[src/rtl/mdm_pkg.sv]
// Package with shared types, codes and frame constants for the MDIO management master.
`timescale 1ns / 1ps
`default_nettype none

package mdm_pkg;

   localparam int MDM_PREAMBLE_BITS = 33;

   localparam int REG_ADDR_W   = 5;
   localparam int PHY_ADDR_W   = 5;
   localparam int DATA_W       = 16;
   localparam int CMD_W        = 32;
   localparam int SAMPLE_W     = 19;

   localparam int READ_CMD_BITS      = 16;
   localparam int WRITE_CMD_BITS     = 32;
   localparam int READ_SAMPLE_BITS   = 19;
   localparam int WRITE_RELEASE_BITS = 2;

   localparam int REQ_TDATA_W = 24;
   localparam int RSP_TDATA_W = 24;

   typedef enum logic [1:0] {
      OP_BIT   = 2'd0,
      OP_READ  = 2'd1,
      OP_WRITE = 2'd2,
      OP_NONE  = 2'd3
   } op_type;

   typedef enum logic [3:0] {
      PH_IDLE     = 4'b0001,
      PH_PREAMBLE = 4'b0010,
      PH_COMMAND  = 4'b0100,
      PH_RELEASE  = 4'b1000
   } phase_type;

   typedef struct packed {
      op_type                  operation;
      logic [REG_ADDR_W-1:0]   reg_addr;
      logic [DATA_W-1:0]       write_data;
      logic                    mdio_in;
   } req_type;

   typedef struct packed {
      logic                    mdio_out;
      logic                    release_line;
      logic                    busy_res;
      logic                    frame_done;
      logic [DATA_W-1:0]       read_value;
      logic                    start_rejected;
   } rsp_type;

   // Read command, left aligned: two extra ones, start 01, opcode 10, addresses.
   function automatic logic [CMD_W-1:0] build_read_command(
      input logic [PHY_ADDR_W-1:0] phy,
      input logic [REG_ADDR_W-1:0] reg_a
   );
      return {2'b11, 2'b01, 2'b10, phy, reg_a, 16'h0000};
   endfunction

   // Write command: start 01, opcode 01, addresses, turnaround 10, data.
   function automatic logic [CMD_W-1:0] build_write_command(
      input logic [PHY_ADDR_W-1:0] phy,
      input logic [REG_ADDR_W-1:0] reg_a,
      input logic [DATA_W-1:0]     data
   );
      return {2'b01, 2'b01, phy, reg_a, 2'b10, data};
   endfunction

endpackage

`default_nettype wire

[src/rtl/mdio_management_master.sv]
// Top level of the Clause 22 MDIO management master with its stream and CSR ports.
//
//  channel | direction | handshake              | contents
//  req     | in        | req_tvalid/req_tready  | one MDC bit period: operation, register address, write data, sample
//  rsp     | out       | rsp_tvalid/rsp_tready  | line drive, status, read data; tlast ends a frame
//  csr     | in        | csr_valid/csr_ready    | PHY address register
//
// Each accepted word is one bit period and gives one result word: it is held in the input
// register, then passes through the frame sequencer into the output register. Both stages
// advance together, so a word can enter every cycle while the rsp side takes results.
// Reset is synchronous; it clears the frame state, the PHY address and both stage valids.
// A stalled rsp side holds the output register and backs up into the input register.
`timescale 1ns / 1ps
`default_nettype none

module mdio_management_master
   import mdm_pkg::*;
#(
   parameter int PREAMBLE_BITS = MDM_PREAMBLE_BITS
) (
   input  wire logic                   clock,
   input  wire logic                   reset,

   input  wire logic                   req_tvalid,
   output logic                        req_tready,
   // reg_addr [4:0], write_data [20:5], mdio_in [21], zero fill [23:22]
   input  wire logic [REQ_TDATA_W-1:0] req_tdata,
   // operation [1:0]
   input  wire logic [1:0]             req_tuser,

   output logic                        rsp_tvalid,
   input  wire logic                   rsp_tready,
   // mdio_out [0], release_line [1], busy_res [2], read_value [18:3],
   // start_rejected [19], zero fill [23:20]
   output logic [RSP_TDATA_W-1:0]      rsp_tdata,
   // frame_done
   output logic                        rsp_tlast,

   input  wire logic                   csr_valid,
   output logic                        csr_ready,
   input  wire logic [PHY_ADDR_W-1:0]  csr_data
);

   logic                   in_valid_ff, in_valid_in;
   req_type                in_word_ff;
   logic                   out_valid_ff, out_valid_in;
   rsp_type                out_word_ff;
   logic [PHY_ADDR_W-1:0]  phy_addr_ff;

   logic                   advance;
   logic                   accept;
   req_type                req_word;
   rsp_type                rsp_word;

   assign advance    = in_valid_ff && (!out_valid_ff || rsp_tready);
   assign req_tready = !in_valid_ff || advance;
   assign accept     = req_tvalid && req_tready;
   assign csr_ready  = 1'b1;

   assign req_word.operation  = op_type'(req_tuser);
   assign req_word.reg_addr   = req_tdata[4:0];
   assign req_word.write_data = req_tdata[20:5];
   assign req_word.mdio_in    = req_tdata[21];

   assign in_valid_in  = accept || (in_valid_ff && !advance);
   assign out_valid_in = advance || (out_valid_ff && !rsp_tready);

   mdm_frame #(
      .PREAMBLE_BITS (PREAMBLE_BITS)
   ) u_frame (
      .clock       (clock),
      .reset       (reset),
      .step        (advance),
      .phy_address (phy_addr_ff),
      .req         (in_word_ff),
      .rsp         (rsp_word)
   );

   always_ff @(posedge clock) begin
      if (reset) begin
         in_valid_ff  <= 1'b0;
         out_valid_ff <= 1'b0;
         phy_addr_ff  <= '0;
      end else begin
         in_valid_ff  <= in_valid_in;
         out_valid_ff <= out_valid_in;
         if (csr_valid && csr_ready) begin
            phy_addr_ff <= csr_data;
         end
      end
   end

   always_ff @(posedge clock) begin
      if (accept) begin
         in_word_ff <= req_word;
      end
      if (advance) begin
         out_word_ff <= rsp_word;
      end
   end

   assign rsp_tvalid = out_valid_ff;
   assign rsp_tlast  = out_word_ff.frame_done;
   assign rsp_tdata  = {4'b0000,
                        out_word_ff.start_rejected,
                        out_word_ff.read_value,
                        out_word_ff.busy_res,
                        out_word_ff.release_line,
                        out_word_ff.mdio_out};

`ifndef SYNTH
   // The end of a frame is always reported inside a frame.
   assert property (@(posedge clock) disable iff (reset)
      rsp_tvalid && rsp_tlast |-> rsp_tdata[2])
      else $error("frame_done outside a frame");

   // Read data appears only on the last period of a frame.
   assert property (@(posedge clock) disable iff (reset)
      rsp_tvalid && (rsp_tdata[18:3] != 16'h0000) |-> rsp_tlast)
      else $error("read_value nonzero before frame end");

   // The master drives the line only while a frame is running.
   assert property (@(posedge clock) disable iff (reset)
      rsp_tvalid && !rsp_tdata[1] |-> rsp_tdata[2])
      else $error("line driven while idle");

   // A rejected start can only happen while a frame is in progress.
   assert property (@(posedge clock) disable iff (reset)
      rsp_tvalid && rsp_tdata[19] |-> rsp_tdata[2])
      else $error("start rejected while idle");

   // A word held in the input register moves on as soon as the output side has room.
   assert property (@(posedge clock) disable iff (reset)
      in_valid_ff && (!out_valid_ff || rsp_tready) |=> out_valid_ff)
      else $error("input word did not advance");
`endif

endmodule

`default_nettype wire

[src/rtl/mdm_frame.sv]
// Frame sequencer: phase, bit counter and shift registers, one bit period per enable.
`timescale 1ns / 1ps
`default_nettype none

module mdm_frame
   import mdm_pkg::*;
#(
   parameter int PREAMBLE_BITS = MDM_PREAMBLE_BITS
) (
   input  wire logic                  clock,
   input  wire logic                  reset,
   input  wire logic                  step,
   input  wire logic [PHY_ADDR_W-1:0] phy_address,
   input  wire req_type               req,
   output rsp_type                    rsp
);

   localparam int CNT_MAX = (PREAMBLE_BITS > WRITE_CMD_BITS) ? PREAMBLE_BITS : WRITE_CMD_BITS;
   localparam int CNT_W   = $clog2(CNT_MAX + 1);

   localparam logic [CNT_W-1:0] PRE_LIMIT    = CNT_W'(PREAMBLE_BITS);
   localparam logic [CNT_W-1:0] RD_CMD_LIMIT = CNT_W'(READ_CMD_BITS);
   localparam logic [CNT_W-1:0] WR_CMD_LIMIT = CNT_W'(WRITE_CMD_BITS);
   localparam logic [CNT_W-1:0] RD_REL_LIMIT = CNT_W'(READ_SAMPLE_BITS);
   localparam logic [CNT_W-1:0] WR_REL_LIMIT = CNT_W'(WRITE_RELEASE_BITS);

   phase_type            phase_ff, phase_in;
   logic [CNT_W-1:0]     count_ff, count_in;
   logic [CMD_W-1:0]     cmd_ff, cmd_in;
   logic [SAMPLE_W-1:0]  sample_ff, sample_in;
   logic                 is_read_ff, is_read_in;

   logic                 start;
   phase_type            phase_s;
   logic [CNT_W-1:0]     count_s;
   logic [CNT_W-1:0]     count_inc;
   logic [CMD_W-1:0]     cmd_s;
   logic [SAMPLE_W-1:0]  sample_s;
   logic                 is_read_s;

   assign start = (req.operation == OP_READ) || (req.operation == OP_WRITE);

   // Apply an accepted start first; the same period then runs as the first preamble bit.
   always_comb begin
      phase_s   = phase_ff;
      count_s   = count_ff;
      cmd_s     = cmd_ff;
      sample_s  = sample_ff;
      is_read_s = is_read_ff;
      rsp       = '0;
      rsp.release_line = 1'b1;

      if (start && phase_ff == PH_IDLE) begin
         is_read_s = (req.operation == OP_READ);
         cmd_s     = is_read_s ? build_read_command(phy_address, req.reg_addr)
                               : build_write_command(phy_address, req.reg_addr, req.write_data);
         sample_s  = '0;
         count_s   = '0;
         phase_s   = PH_PREAMBLE;
      end else if (start) begin
         rsp.start_rejected = 1'b1;
      end

      count_inc = count_s + 1'b1;

      phase_in   = phase_s;
      count_in   = count_s;
      cmd_in     = cmd_s;
      sample_in  = sample_s;
      is_read_in = is_read_s;

      unique case (phase_s)
         PH_IDLE: begin
         end
         PH_PREAMBLE: begin
            rsp.busy_res     = 1'b1;
            rsp.mdio_out     = 1'b1;
            rsp.release_line = 1'b0;
            count_in         = count_inc;
            if (count_inc >= PRE_LIMIT) begin
               phase_in = PH_COMMAND;
               count_in = '0;
            end
         end
         PH_COMMAND: begin
            rsp.busy_res     = 1'b1;
            rsp.mdio_out     = cmd_s[CMD_W-1];
            rsp.release_line = 1'b0;
            cmd_in           = {cmd_s[CMD_W-2:0], 1'b0};
            count_in         = count_inc;
            if (count_inc >= (is_read_s ? RD_CMD_LIMIT : WR_CMD_LIMIT)) begin
               phase_in = PH_RELEASE;
               count_in = '0;
            end
         end
         PH_RELEASE: begin
            rsp.busy_res = 1'b1;
            count_in     = count_inc;
            if (is_read_s) begin
               sample_in = {sample_s[SAMPLE_W-2:0], req.mdio_in};
            end
            if (count_inc >= (is_read_s ? RD_REL_LIMIT : WR_REL_LIMIT)) begin
               rsp.frame_done = 1'b1;
               if (is_read_s) begin
                  // Drop the final idle sample; the turnaround samples fall off the top.
                  rsp.read_value = sample_in[DATA_W:1];
               end
               phase_in = PH_IDLE;
               count_in = '0;
            end
         end
         default: begin
            phase_in = PH_IDLE;
            count_in = '0;
         end
      endcase
   end

   always_ff @(posedge clock) begin
      if (reset) begin
         phase_ff   <= PH_IDLE;
         count_ff   <= '0;
         cmd_ff     <= '0;
         sample_ff  <= '0;
         is_read_ff <= 1'b0;
      end else if (step) begin
         phase_ff   <= phase_in;
         count_ff   <= count_in;
         cmd_ff     <= cmd_in;
         sample_ff  <= sample_in;
         is_read_ff <= is_read_in;
      end
   end

endmodule

`default_nettype wire

[config.mk]
export PLATFORM = sky130hd
export DESIGN_NAME = mdio_management_master
export DESIGN_NICKNAME = d
export VERILOG_FILES = /design/src/rtl/mdm_pkg.sv /design/src/rtl/mdio_management_master.sv /design/src/rtl/mdm_frame.sv
export SDC_FILE = /design/constraint.sdc
export NUM_CORES = 1
export LEC_CHECK = 0
export BUFFER_PORTS_ARGS = -buffer_cell sky130_fd_sc_hd__buf_2
export CAP_MARGIN = 20
export CORE_ASPECT_RATIO = 1.25
export CORE_MARGIN = 10
export CORE_UTILIZATION = 42
export CTS_CLUSTER_DIAMETER = 40
export DETAILED_ROUTE_END_ITERATION = 10
export GPL_TIMING_DRIVEN = 0
export SLEW_MARGIN = 5
export SYNTH_ARGS = -nofsm -noshare
export SYNTH_HDL_FRONTEND = slang
export SYNTH_SLANG_ARGS = --single-unit
[constraint.sdc]
create_clock -name clock -period 5.8 [get_ports clock]
set_input_delay 1.16 -clock clock [delete_from_list [all_inputs] [get_ports clock]]
set_output_delay 1.16 -clock clock [all_outputs]
set_load 0.005 [all_outputs]
### After elaboration in Yosys (flattened, before gate mapping)

Index checks and enable logic that the tools add are counted.

| operators by class | value |
|---|---|
| $add $sub $neg | 1 |
| $lt $le $gt $ge | 3 |
| eq/ne operators | 7 |
| mux-type cells | 24 |
| reductions and logical operators | 16 |

Operator list:

| operator | number |
|---|---|
| $mux 32 | 3 |
| $mux 19 | 3 |
| $mux 6 | 5 |
| $pmux 6 s4 | 1 |
| $mux 17 | 1 |
| $mux 16 | 1 |
| $mux 4 | 4 |
| $pmux 4 s4 | 1 |
| $ge 6x6->1 | 2 |
| $eq 4x1->1 const B | 2 |
| $add 6x1->6 const B | 1 |
| $ge 6x6->1 const B | 1 |
| $logic_and 1x1->1 | 5 |
| $logic_or 1x1->1 | 5 |
| $mux 5 | 1 |
| $eq 4x2->1 const B | 1 |
| $eq 4x3->1 const B | 1 |
| $eq 4x4->1 const B | 1 |
| $logic_not 1->1 | 4 |
| $pmux 2 s2 | 1 |
| $mux 1 | 3 |
| $reduce_and 3->1 | 1 |
| $reduce_or 3->1 | 1 |
| $eq 2x1->1 const B | 1 |
| $eq 2x2->1 const B | 1 |

| word-level totals | value |
|---|---|
| register bits after elaboration | 114 |
| input port bits | 36 |
| output and inout port bits | 28 |

### Longest topological paths before layout

Gate-level depths: netlist of run 1.

| logic depth | value |
|---|---|
| word-level depth | 8 |
| mapped depth | 20 |

### Modules after synthesis

From an unflattened synthesis of run 1, not the netlist that was laid out.

| second synthesis, totals | value |
|---|---|
| cells, all modules | 535 |
| area, all modules | 5121.2 um^2 |

Modules (own cells, without submodules):

| module | times used | cells an instance | area an instance (um^2) | seq. area each (um^2) |
|---|---|---|---|---|
| mdm_frame | 1 | 457 | 3448.3 | 1181.1 |
| mdio_management_master | 1 | 78 | 1672.9 | 1491.4 |

### Worst setup path before layout of run 1

OpenSTA, ideal clock, no wires.

| timing path | value |
|---|---|
| kind | flip-flop to flip-flop |
| start point | register in_word_ff[22] in the netlist's numbering |
| end point | register u_frame.count_ff[4] |
| setup time | 0.117 ns |
| arrival | 4.031 ns |
| slack | 1.652 ns |
| stages on the path, launching flop included | 20 |
| buffers on the path | 3 |
| cells stage by stage | edfxtp_1 > ha_1 > nand2b_1 > clkbuf_1 > buf_2 > clkbuf_1 > nand2_1 > inv_1 > ha_1 > nand3_1 > xnor2_1 > nand2_1 > ha_1 > nand2_1 > o41ai_1 > o2111ai_1 > a22o_1 > a21oi_4 > a21boi_4 > a32o_1 |

| between the ends | value |
|---|---|
| cells in the longest elaborated chain, start to end | 8 |
| elaborated cells between the ends (all ways) | 21 |
| classes of those cells | add/sub: 1; order compare: 3; eq/ne: 6; mux: 9; reduce/logical: 2 |

Ends and longest elaborated chain:

| what | RTL line | source |
|---|---|---|
| start: declaration | mdio_management_master.sv:45 | `req_type in_word_ff;` |
| start signal: assignment | mdio_management_master.sv:95 | `in_word_ff <= req_word;` |
| $eq 2x1->1 or $eq 2x2->1 (tied branches) | mdm_frame.sv:41, mdm_frame.sv:54 |  |
| $logic_or 1x1->1 | mdm_frame.sv:41 | `assign start = (req.operation == OP_READ) \|\| (req.operation == OP_WRITE);` |
| $logic_and 1x1->1 | mdm_frame.sv:53 | `if (start && phase_ff == PH_IDLE) begin` |
| $mux 6 or $mux 1 (tied branches) | mdm_frame.sv:53 |  |
| $add 6x1->6, or another cell as far along | mdm_frame.sv:64 | `count_inc = count_s + 1'b1;` |
| $ge 6x6->1, on equally long branches | mdm_frame.sv:102, mdm_frame.sv:80, mdm_frame.sv:91 |  |
| $mux 6, on equally long branches | mdm_frame.sv:102, mdm_frame.sv:80, mdm_frame.sv:91 |  |
| $pmux 6 s4 (*) | mdm_frame.sv:72 | `unique case (phase_s)` |
| end signal: assignment | mdm_frame.sv:128 | `count_ff <= count_in;` |
| end: declaration | mdm_frame.sv:28 | `logic [CNT_W-1:0] count_ff, count_in;` |

Every way passes the cells marked *; elsewhere a longest branch is shown, timed or not.
A chain may end at the register's enable or synchronous reset.

### Final worst setup path of run 1

Same ends and word-level chain as after synthesis.

==> summary.txt, run 1 <==
Outcome
  – Status: finished clean

STA
  – Fin crit share: 88.1%
  – RSZ-0062 raised after global routing: false
  – Tmin final: 5110 ps
  – Setup Skew: 7.83 ps
  – Final Hold Fails: 0
  – Slew HR: 50.8%
  – FMAX: 196 MHz
  – Hold WS: 458 ps
  – Worst Tran Pin Value: 739 ps
  – Setup Total Neg Slack: 0 ps
  – Final setup vio count: 0
  – Pins Over Slew Limit: 0

Synthesis
  – Mapped Cells: 551
  – EDFF count, synth: 45
  – Yosys warning count: 0
  – Top FF cell, synth: dfxtp_1
  – Synth cell types: 54
  – Synthesized cell area: 5190 um2
  – Ys async rst share: 0%
  – Top post-synthesis cells by area: edfxtp_1, dfxtp_1, nor2_1
  – Synth area leader: edfxtp_1
  – Seq/Total Area, Yosys: 51.5%
  – Flops & latches, synth: 111
  – Syn Area/Cell: 9.43 um2
  – Synth top area share: 26.0%

Power
  – Leakage: 2.32 nW
  – Worst VDD drop: 0.163 mV
  – PD cells: 278 nW/um2
  – Overall power: 1.67 mW

Die
  – Initial Util: 42.9%
  – Die X: 119 um
  – Die area: 17200 um2
  – Ports: 64
  – Core Region: 12100 um2
  – Die height: 144 um
  – # rows: 45

Clock network
  – CTS buffer count: 9
  – Setup Buffers After CTS: 0
  – Cts repair resizes: 0
  – CTS max path bufs: 2
  – Clock transition at path regs: 70 ps
  – H-tree depth: 3
  – CTS tree: built
  – Root Driver: clkbuf_16
  – Clock Sinks: 111
  – Hold_buf cts: 0
  – Worst-Skew Late Latency: 360 ps

Detailed routing
  – DR iter-0 viols: 219
  – Routed WL: 12.4 mm
  – Residual DRC: 0
  – DR pass1 iterations: 4
  – Vias per cell: 5.31
  – Antenna viol nets, final: 0
  – Via Count: 4188
  – Drt wl/cell: 15.7 um

GRT
  – Vias in the first global route: 4300
  – Largest net degree at the start of global routing: 31
  – Total GRT Usage: 14.6%
  – GRT Residual Overflow: 0
  – First-pass GRT wire length: 20.4 mm
  – Initial antenna violation count: 0

Critical path
  – Critical path startpoint: in_word_ff[22]$_DFFE_PP_
  – Largest stage delay, worst path: 490 ps
  – Setup CP Type: register to register
  – Worst-case reg-to-reg path depth: 19
  – Worst r2r dst: u_frame.count_ff[4]$_SDFFE_PP0P_
  – CP max stage cell: clkbuf_1
  – Crit path capture: u_frame.count_ff[4]$_SDFFE_PP0P_
  – Reg2reg start: in_word_ff[22]$_DFFE_PP_
  – Worst setup EP type: register
  – CP startpoint kind: register
  – Critical Path, Cell by Cell: ha_1 > nand2b_1 > clkbuf_1 > buf_2 > clkbuf_1 > nand2_1 > inv_1 > ha_1 > nand3_1 > xnor2_1 > nand2_1 > ha_1 > nand2_1 > o41ai_1 > o2111ai_1 > a22o_1 > a21oi_4 > a21boi_4 > a32o_1
  – Crit path max fanout: 10
  – R2r setup slk: 690 ps
  – CP arrival: 5360 ps
  – Worst EP required: 6050 ps

Finish
  – Ant diodes: 0
  – Share of cells above drive strength 1: 13.6%
  – Layout Nets: 662
  – Area grow syn2layout: 15.4%
  – Most common cell after layout, fill and taps aside: nor2_1
  – Most frequent cells in the layout: nor2_1, dfxtp_1, buf_2, nand2_1, a21oi_1
  – # fillers: 1159

Placement
  – Number of port buffers: 54
  – GP Congestion: 0.855
  – HPWL after DPL: 9.00 mm

Min path
  – HP Class: register to register

Job
  – Max Cap Viol: 0
how the worst min path moves through the flow:
stage                                               start                               to  slack, ps  cells after the start
after global placement     u_frame.cmd_ff[5]$_SDFFE_PP0P_   u_frame.cmd_ff[5]$_SDFFE_PP0P_        440                      2
final                     u_frame.cmd_ff[29]$_SDFFE_PP0P_  u_frame.cmd_ff[29]$_SDFFE_PP0P_        460                      2
after floorplan           u_frame.cmd_ff[29]$_SDFFE_PP0P_  u_frame.cmd_ff[29]$_SDFFE_PP0P_        430                      2
after detailed placement  u_frame.cmd_ff[13]$_SDFFE_PP0P_  u_frame.cmd_ff[13]$_SDFFE_PP0P_        450                      2
after global routing      u_frame.cmd_ff[29]$_SDFFE_PP0P_  u_frame.cmd_ff[29]$_SDFFE_PP0P_        470                      2
after CTS                 u_frame.cmd_ff[13]$_SDFFE_PP0P_  u_frame.cmd_ff[13]$_SDFFE_PP0P_        460                      2
synth_stat cells, types with 3 or more instances:
library cell,n
nor2_1,72
dfxtp_1,66
nand2_1,54
a21oi_1,52
edfxtp_1,45
clkbuf_1,36
nor3_1,23
a22oi_1,17
and3_1,17
nand3_1,17
o21ai_0,17
and4b_1,16
a211oi_1,14
mux2i_1,14
buf_1,6
buf_4,6
ha_1,6
inv_1,6
o211ai_1,6
and2_1,5
xor2_1,4
a21o_1,3
a22o_1,3
nand2b_1,3
nor2b_1,3
or3_1,3
xnor2_1,3
kinds of logic after synthesis:
family,count (synthesis),synth area share [%]
multiplexers,14,2.70
AO/OA/AOI/OAI,131,16.7
adder cells (fa/ha/maj),6,1.45
AND/OR/NAND/NOR,223,21.7
other,2,0.145
XOR/XNOR,7,1.18
flip-flops,111,51.5
buffers and inverters,57,4.60
critical path, delay by kind of cell, from the launching register on:
family                   cells  cell delay (ps)
AO/OA/AOI/OAI                6             1440
XOR/XNOR                     1              210
adder cells (fa/ha/maj)      3             1130
buffers and inverters        4             1150
flip-flops                   1              370
AND/OR/NAND/NOR              5              710
flip-flops by register name, indices dropped and copies added, names as in the netlist:
register / flops
rsp_tvalid: 1
u_frame.is_read_ff: 1
u_frame.phase_ff: 4
u_frame.count_ff: 6
in_word_ff: 24
in_valid_ff: 1
rsp_tlast: 1
phy_addr_ff: 5
rsp_tdata: 20
u_frame.sample_ff: 16
u_frame.cmd_ff: 32
layout make-up:
type	instances	area [um2]	area share, %
repair buffers	55	285	4.76
well taps	164	205	3.42
clock buffers	10	229	3.82
inverters	7	26.3	0.438
flip-flops and latches	111	2670	44.6
multi-input cells	386	2290	38.3
clock inverters	6	67.6	1.13
plain buffers	50	214	3.57
layer usage:
metal	global-route usage, %	vias to the layer above	part of all wire, %
li1	-	2110	-
met2	26.3	108	51
met4	6.42	0	2.5
met1	15.8	1946	42
met3	3.51	24	4.7
met5	0	-	0
report_power, final:
group          switching [mW]  internal, mW  total (mW)  leakage [nW]
logic                   0.120        0.0665       0.187          1.22
clock network           0.285         0.338       0.622         0.141
registers              0.0140         0.845       0.859         0.957
total                   0.419          1.25        1.67          2.32
through the flow:
stage          std cells  cell area [um2]  utilization [%]  worst slack (ps)
2_1_floorplan        554             5200                -              1650
3_3_place_gp         772             5680             46.9               684
3_5_place_dp         772             5680             46.9               744
4_1_cts              788             5980             49.4               704
5_1_grt              789             5990             49.5               290
6_report             789             5990             49.5               692
Power figures use the tool's default switching activity.
==> inputs of run 2 (changes only) <==
--- a/config.mk
+++ b/config.mk
@@ -16,4 +16,5 @@
 export SLEW_MARGIN = 5
 export SYNTH_ARGS = -nofsm -noshare
 export SYNTH_HDL_FRONTEND = slang
+export SYNTH_HIERARCHICAL = 1
 export SYNTH_SLANG_ARGS = --single-unit
==> run 2 against run 1 <==
Compared with the run above: register-to-register slack got worse by 30 ps; combinational power increased by 5%; maximum frequency decreased by 0.63%; critical path depth decreased by 2; sequential power about the same; routed wire length decreased by 1.7%; final area decreased by 0.73%; via count decreased by 1.2%; critical endpoint is now rsp_tdata[9]$_DFFE_PP_.
==> summary.txt, run 2 <==
Power
  – Switching share of power: 26.0%
  – Internal power: 1.27 mW
  – PD cells: 287 nW/um2
  – Overall power: 1.71 mW
  – Seq pwr share: 50.1%
  – Worst VDD drop: 0.155 mV
  – Leakage: 2.19 nW
  – Net switching power: 0.444 mW
  – Logic pwr share: 11.5%
  – Clock share of power: 38.4%

Job
  – Max Cap Viol: 0

GRT
  – Largest net degree at the start of global routing: 25
  – Vias in the first global route: 4130
  – GRT Residual Overflow: 0
  – First-pass GRT wire length: 20.2 mm
  – Total GRT Usage: 14.4%
  – Initial antenna violation count: 0

STA
  – Worst Tran Pin Value: 972 ps
  – Worst Slack Setup Final: 660 ps
  – Fin crit share: 88.6%
  – Setup Total Neg Slack: 0 ps
  – FMAX: 195 MHz
  – Pins Over Slew Limit: 0
  – Slew HR: 35.2%
  – Hold WS: 462 ps
  – Setup Skew: 8.59 ps
  – Final setup vio count: 0
  – Final Hold Fails: 0
  – RSZ-0062 raised after global routing: false
  – Tmin final: 5140 ps

Placement
  – HPWL after DPL: 8.76 mm
  – Post-placement setup slack: 692 ps
  – Dpl cells: 757
  – GP Congestion: 0.904
  – DP Area: 5610 um2
  – Number of port buffers: 55

Clock network
  – Clock transition at path regs: 80 ps
  – Cts repair resizes: 0
  – H-tree depth: 3
  – Clock Sinks: 111
  – Worst-Skew Late Latency: 350 ps
  – Setup Buffers After CTS: 0
  – CTS buffer count: 9
  – CTS max path bufs: 2
  – Root Driver: clkbuf_16
  – Hold_buf cts: 0
  – CTS tree: built

Finish
  – Share of cells above drive strength 1: 16.9%
  – Multi-input gate area: 2210 um2
  – Most frequent cells in the layout: nand2_1, dfxtp_1, buf_2, a21oi_1, nor2_1
  – Ant diodes: 0
  – Layout Nets: 645
  – Top reg by flops: u_frame/cmd_ff
  – Area grow syn2layout: 16.2%
  – Finished Cell Area: 5950 um2
  – # fillers: 1187
  – Reg area: 2670 um2
  – Most common cell after layout, fill and taps aside: nand2_1
  – Max FFs per register: 32
  – Final Util: 49.4%
  – Fin cells: 774

Outcome
  – Status: finished clean

Detailed routing
  – Residual DRC: 0
  – DR iter-0 viols: 276
  – DR pass1 iterations: 4
  – Vias per cell: 5.34
  – Antenna viol nets, final: 0
  – Drt wl/cell: 15.7 um
  – Via Count: 4137
  – Routed WL: 12.2 mm

Min path
  – HP Class: register to register
  – Hold Path Cell Cnt: 2
  – Hold_sp: u_frame/cmd_ff[1]$_SDFFE_PP0P_

Synthesis
  – EDFF count, synth: 45
  – Synth area leader: edfxtp_1
  – Most common cell in the netlist: nand2_1
  – Ys async rst share: 0%
  – Mapped Cells: 535
  – Top FF cell, synth: dfxtp_1
  – Flops & latches, synth: 111
  – Yosys warning count: 6
  – Synth top area share: 26.4%
  – Syn Area/Cell: 9.57 um2
  – Synth cell types: 56
  – Seq/Total Area, Yosys: 52.2%
  – Synthesized cell area: 5120 um2
  – Post-synth top cells: nand2_1, dfxtp_1, a21oi_1
  – Top post-synthesis cells by area: edfxtp_1, dfxtp_1, a21oi_1

Critical path
  – Worst-case reg-to-reg path depth: 17
  – CP arrival: 5360 ps
  – Worst EP required: 6020 ps
  – CP startpoint kind: register
  – Crit path capture: rsp_tdata[9]$_DFFE_PP_
  – Setup CP Type: register to register
  – Worst r2r dst: rsp_tdata[9]$_DFFE_PP_
  – R2r setup slk: 660 ps
  – Critical path startpoint: in_word_ff[22]$_DFFE_PP_
  – Worst setup EP type: register
  – Crit path max fanout: 10
  – Reg2reg start: in_word_ff[22]$_DFFE_PP_

Die
  – Ports: 64
  – Die X: 119 um
  – Die area: 17000 um2
  – # rows: 45
  – Die height: 143 um
  – Core Region: 12000 um2
  – Initial Util: 42.5%
==> run 2: cell families (layout without fill, tap and decap cells) <==
logic type                 Yosys count  in the layout  share of synthesized area [%]
AOI/OAI and AO/OA                  126            126                           15.8
and+or+nand+nor                    206            206                           20.1
muxes                               25             25                           5.11
adders and majority gates            4              4                          0.977
buffers and inverters               56            128                           4.86
DFF                                111            111                           52.2
xor gates and xnor gates             5              5                          0.855
other                                2              5                          0.147
==> run 2: how the worst min path moves through the flow <==
stage	endpoint	slack (ps)
CTS	u_frame/cmd_ff[29]$_SDFFE_PP0P_	460
detailed placement	u_frame/cmd_ff[1]$_SDFFE_PP0P_	450
global route	u_frame/cmd_ff[15]$_SDFFE_PP0P_	490
floorplan	u_frame/cmd_ff[29]$_SDFFE_PP0P_	430
finish	u_frame/cmd_ff[1]$_SDFFE_PP0P_	460
global placement	u_frame/cmd_ff[1]$_SDFFE_PP0P_	440
==> run 2: per-layer routing <==
layer / part of all wire (%) / global-route usage [%]
met1: 43 / 16.7
met2: 49 / 24.8
met3: 5.2 / 3.22
met4: 2.2 / 6.63
met5: 0 / 0
==> run 2: cell type report <==
cell class | count | area share (%)
sequential | 111 | 44.9
multi-input combinational | 371 | 37.2
timing repair buffer | 56 | 4.88
clock buffer | 9 | 3.79
buffer | 48 | 3.68
tap | 164 | 3.45
clock inverter | 7 | 1.62
inverter | 8 | 0.505
==> run 2: critical path, stage by stage, from the launching register on <==
cell	delay [ps]
edfxtp_1	380
ha_1	450
nand2b_1	170
clkbuf_1	440
buf_2	330
clkbuf_1	420
and2_1	260
ha_1	280
nand3_1	150
xor2_1	180
or2_2	310
ha_1	340
o311a_1	170
o31a_1	200
nor2_1	100
nor2_1	330
clkbuf_1	310
and2_1	180
==> run 2: power groups by stage <==
stage / Sequential (mW) / Combinational (mW) / Clock, mW
detailed placement: 0.876 / 0.194 / 0
global route: 0.861 / 0.220 / 0.710
floorplan: 0.874 / 0.130 / 0
CTS: 0.858 / 0.195 / 0.674
global placement: 0.875 / 0.190 / 0
finish: 0.857 / 0.196 / 0.656
